$ cat src/hw/rtl/tfa_ram.sv
// ----------------------------------------------------------------------------
// tfa_ram: generic simple dual-port RAM
// One write port, one read port, read data registered (valid in the cycle after the read).
// ----------------------------------------------------------------------------
module tfa_ram #(
	parameter int WIDTH = 8,
	parameter int DEPTH = 16
) (
	input  logic                     clk,
	input  logic                     we,
	input  logic [$clog2(DEPTH)-1:0] waddr,
	input  logic [WIDTH-1:0]         wdata,
	input  logic [$clog2(DEPTH)-1:0] raddr,
	output logic [WIDTH-1:0]         rdata
);

	logic [WIDTH-1:0] mem_q [DEPTH];
	logic [WIDTH-1:0] rdata_q;

	always_ff @(posedge clk) begin
		if (we) begin
			mem_q[waddr] <= wdata;
		end
		rdata_q <= mem_q[raddr];
	end

	assign rdata = rdata_q;

endmodule

$ cat config.mk
export PLATFORM = sky130hd
export DESIGN_NAME = tfa_ram
export DESIGN_NICKNAME = d
export VERILOG_FILES = /design/src/hw/rtl/tfa_ram.sv
export SDC_FILE = /design/constraint.sdc
export NUM_CORES = 1
export LEC_CHECK = 0
export CAP_MARGIN = 15
export CORE_AREA = 2 2 132 134
export DETAILED_ROUTE_END_ITERATION = 10
export DIE_AREA = 0 0 134 136
export DONT_BUFFER_PORTS = 1
export GPL_TIMING_DRIVEN = 1
export PLACE_DENSITY = 0.5
export SLEW_MARGIN = 10
export SYNTH_ARGS = -nofsm -noshare
export SYNTH_HDL_FRONTEND = slang
export SYNTH_SLANG_ARGS = --single-unit
$ cat constraint.sdc
create_clock -name clk -period 2.4 [get_ports clk]
set_clock_uncertainty 0.2 [all_clocks]
set_input_delay 0.6 -clock clk [delete_from_list [all_inputs] [get_ports clk]]
set_output_delay 0.6 -clock clk [all_outputs]
set_load 0.005 [all_outputs]
# Yosys cells after proc, flatten, opt, wreduce, memory -nomap -nowiden
# Memory sizes are Yosys's and may differ from the RTL's. A register that Yosys moved wholly into a read port is not among the register bits.
# Cells that the tools add are included.
# word_totals
regBits	0
latchBits	0
ram_bits	128
romBits	0
wordCells	3
n_memories	1
# memory_table
name	depth	word_bits	read_ports	rd_clocked_by_memory_dff	write_ports	line	text
mem_q	16	8	1	1	1	17	logic [WIDTH-1:0] mem_q [DEPTH];
# classes
n_addsub	0
n_mul	0
div	0
order_cmp	0
n_eq_ne	0
shift	0
muxes	2
bitwise_logic	0
reduce_logical	0
# op_table
operator	count
two-way mux 1 bit	2

# Depth between registers and ports, before layout
# logic_depth
ltp_word	2
mapped_depth	5
mapped_depth_nobuf	3

# Worst setup path before layout
# Ideal clock, no wire load.
# synth_timing
kind	input to register
start	input waddr[2]
end	memory mem_q[0][0] (enable)
setup_ps	383
t_arrival_ps	1710
setup_slack_ps	107
cell_stages	2
path_buffers	0
cell_sequence	or3b_2 -> nor3_1
# synth_lines
element	line	text
start: declaration	11	input logic [$clog2(DEPTH)-1:0] waddr,
end: declaration	17	
# Straight into the memory's write port.

==> flow_summary_export.csv <==
group,metric,value,unit
outcome,status,"finished clean",
power,pwr-share-comb,0.029,
clock_network,h-tree-depth,4,
floorplanning,core_area,16900,um^2
clock_network,postCtsSetupBuffers,0,
grt,grtUsageTotal,0.130,
worst_hold_path,worst_hold_path_type,"in -> reg",
floorplanning,die_h,136,um
clock_network,clock_latency,410,ps
detailed_routing,drt_iter0_markers,226,
timing,finalSetupTns,0,ps
worst_hold_path,hold_start,"wdata[0]",
grt,grt_max_degree,33,
power,power.switching,0.982,mW
grt,grt_pass1_wl,16100,um
timing,grt_setup_unrepaired,"false",
detailed_routing,drcViolationCount,0,
critical_path,slowest_delay,550,ps
critical_path,ff2ff_setup_slack,750,ps
placement,place_inst,465,
detailed_routing,wire_per_inst,21.8,um
detailed_routing,wl,10800,um
timing,max_slew_margin,0.727,
timing,worst_slack,754,ps
power,power.density,878,nW/um^2
timing,fmax,608,MHz
critical_path,worst-endpoint-required,2490,ps
synth,synth.distinct_cells,19,
timing,worst_pin_slew,409,ps
floorplanning,die_x,134,um
grt,grt_pass1_vias,2530,
critical_path,path_depth,3,
placement,numPortBuffers,0,
placement,dp.final_hpwl,6720,um
critical_path,path_buf_inv,0,
clock_network,cts.sinks,136,
clock_network,clk_pin_slew_worst_paths,60,ps
critical_path,timing.rr.end,"rdata[1]$_DFF_P_",
critical_path,critPathSlowestCell,"mux4_1",
detailed_routing,vias,2329,
timing,report.final.slew_viol_count,0,
grt,grt-ovfl-total,0,
floorplanning,rows,48,
synth,yosysSeqAreaShare,0.778,
placement,place_ws,431,ps
critical_path,crit_end,"rdata[1]$_DFF_P_",
timing,finalSetupViolCount,0,
synth,synthesis.area,5150,um^2
finish,drive_gt1_frac,0.236,
clock_network,cts_tree,"yes",
critical_path,criticalPathCategory,"reg -> reg",
detailed_routing,viasPerCell,4.70,
power,p_leak,1.98,nW
floorplanning,initial_core_util,0.305,
finish,fin_nets,277,
finish,n_antenna_cell,0,
synth,yosys_warnings,0,
timing,fin_crit,1650,ps
floorplanning,fp.dieArea,18200,um^2
timing,post-route-period-util,0.686,
placement,place.gp.congestion,0.748,
critical_path,rr_startpoint,"mem_q[5][1]$_DFFE_PP_",
power,pwr-share-clk,0.469,
clock_network,root_buffer,"clkbuf_16",
finish,fin_util,0.360,
power,p_int,4.34,mW
finish,design_area,6070,um^2
clock_network,ctsResizeCount,0,
critical_path,end_kind,"flop",
synth,synthCells,229,
finish,layout.cells.non_filler,496,
critical_path,path_max_fanout,1,
detailed_routing,drtAntennaViolNets,0,
power,ir_drop,0.518,mV
grt,antenna_found_initial,0,
flow_run,cap_violations,0,
critical_path,rr_worst_depth,3,
finish,syn2layout_area_growth,17.9,%
detailed_routing,drtPass1Iterations,4,
clock_network,cts-hold-fix-buffers,0,
power,sw_frac_of_total,0.184,
timing,hold_viol,0,
clock_network,cts_made_buffers,17,
critical_path,start_kind,"flop",
critical_path,arrival,1740,ps
synth,avgSynthCellArea,22.5,um^2
synth,yosys_register_bits,136,
clock_network,clock_path_buffers,2,
critical_path,cpLargestDelayFamily,"multiplexers",
critical_path,setup.worst_path.start,"mem_q[5][1]$_DFFE_PP_",
synth,syn_nets,247,
placement,placedInstanceArea,5500,um^2
power,power_frac_seq,0.503,
critical_path,crit_chain,"mux4_1 -> a22oi_1 -> nand2_1",
floorplanning,ios,26,
-- metrics by stage --
| stage | hold WS, ps | total power, mW |
|---|---|---|
| 2_1_floorplan | 429 | 2.85 |
| 3_3_place_gp | 454 | 2.88 |
| 3_5_place_dp | 460 | 2.88 |
| 4_1_cts | 59.8 | 5.38 |
| 5_1_grt | 53.7 | 5.49 |
| 6_report | 83.4 | 5.32 |
-- per-layer routing --
layer / wire length, um / vias to the layer above / global-route usage
met4: 128 / 0 / 0.0455
met1: 4790 / 1218 / 0.174
met2: 5020 / 68 / 0.197
met5: 0 / - / 0
li1: - / 1033 / -
met3: 884 / 10 / 0.0477
-- worst register-to-register path: cells and delay by family, from the launching register on --
kind	cells	cell delay (ps)
and+or+nand+nor	1	90
AOI/OAI and AO/OA	1	330
muxes	1	550
DFF	1	360
-- cells by family (layout without fill, tap and decap cells) --
logic type,after synthesis,in the layout,synth area share
simple gates,35,35,0.0318
buf+inv,10,52,0.0168
compound gates,16,16,0.0233
mux,32,32,0.150
flops,136,136,0.778
-- how the worst min path moves through the flow --
stage	to	slack (ps)	cells after the start
finish	mem_q[6][0]$_DFFE_PP_	80	0
global route	mem_q[15][1]$_DFFE_PP_	50	0
CTS	mem_q[6][0]$_DFFE_PP_	60	0
detailed placement	rdata[3]$_DFF_P_	460	3
global placement	rdata[4]$_DFF_P_	450	3
floorplan	rdata[0]$_DFF_P_	430	3
-- layout make-up --
cell class                 instances  area (um^2)
fill                            1552        10800
clock buffer                      19          433
tap                              225          282
sequential                       136         4000
timing repair buffer              21          158
multi-input combinational         83         1060
clock inverter                    12          134
-- power groups by stage --
stage / Clock (mW) / Sequential (mW) / Combinational [mW]
after floorplan: 0 / 2.72 / 0.135
after global placement: 0 / 2.72 / 0.154
after detailed placement: 0 / 2.73 / 0.155
after CTS: 2.55 / 2.68 / 0.156
after global routing: 2.65 / 2.68 / 0.166
final: 2.50 / 2.68 / 0.153
-- synthesized netlist by cell type, drive strengths merged --
master / number / share of area
and2: 1 / 0.0012
a22oi: 16 / 0.023
nor3: 4 / 0.0039
mux4: 32 / 0.15
and2b: 1 / 0.0015
nand3: 1 / 0.00097
nor2: 13 / 0.0095
nand2: 9 / 0.0066
or3b: 1 / 0.0017
buf: 7 / 0.011
edfxtp: 128 / 0.75
clkdlybuf4s25: 3 / 0.0058
nand3b: 2 / 0.0029
nor2b: 1 / 0.0012
nand2b: 2 / 0.0024
dfxtp: 8 / 0.031
-- registers in the layout, summed over array words and instances, names as in the netlist --
name,count
mem_q,128
rdata,8
-- placed cells by master, fill, tap and decap left out --
master and count:
nor2b_1 1, mux4_2 18, dfxtp_1 8, buf_4 21
edfxtp_1 128, clkinv_2 2, and2_1 1, mux4_1 14
bufinv_16 3, nand3b_1 2, clkbuf_16 17, nand3_1 1
nor2_1 13, nand2_1 9, or3b_2 1, nand2b_1 2
nor3_1 4, and2b_1 1, clkbuf_1 2, a22oi_1 16
clkinv_1 5, clkinvlp_4 2
Note: power is estimated with default switching activity, not from simulation.
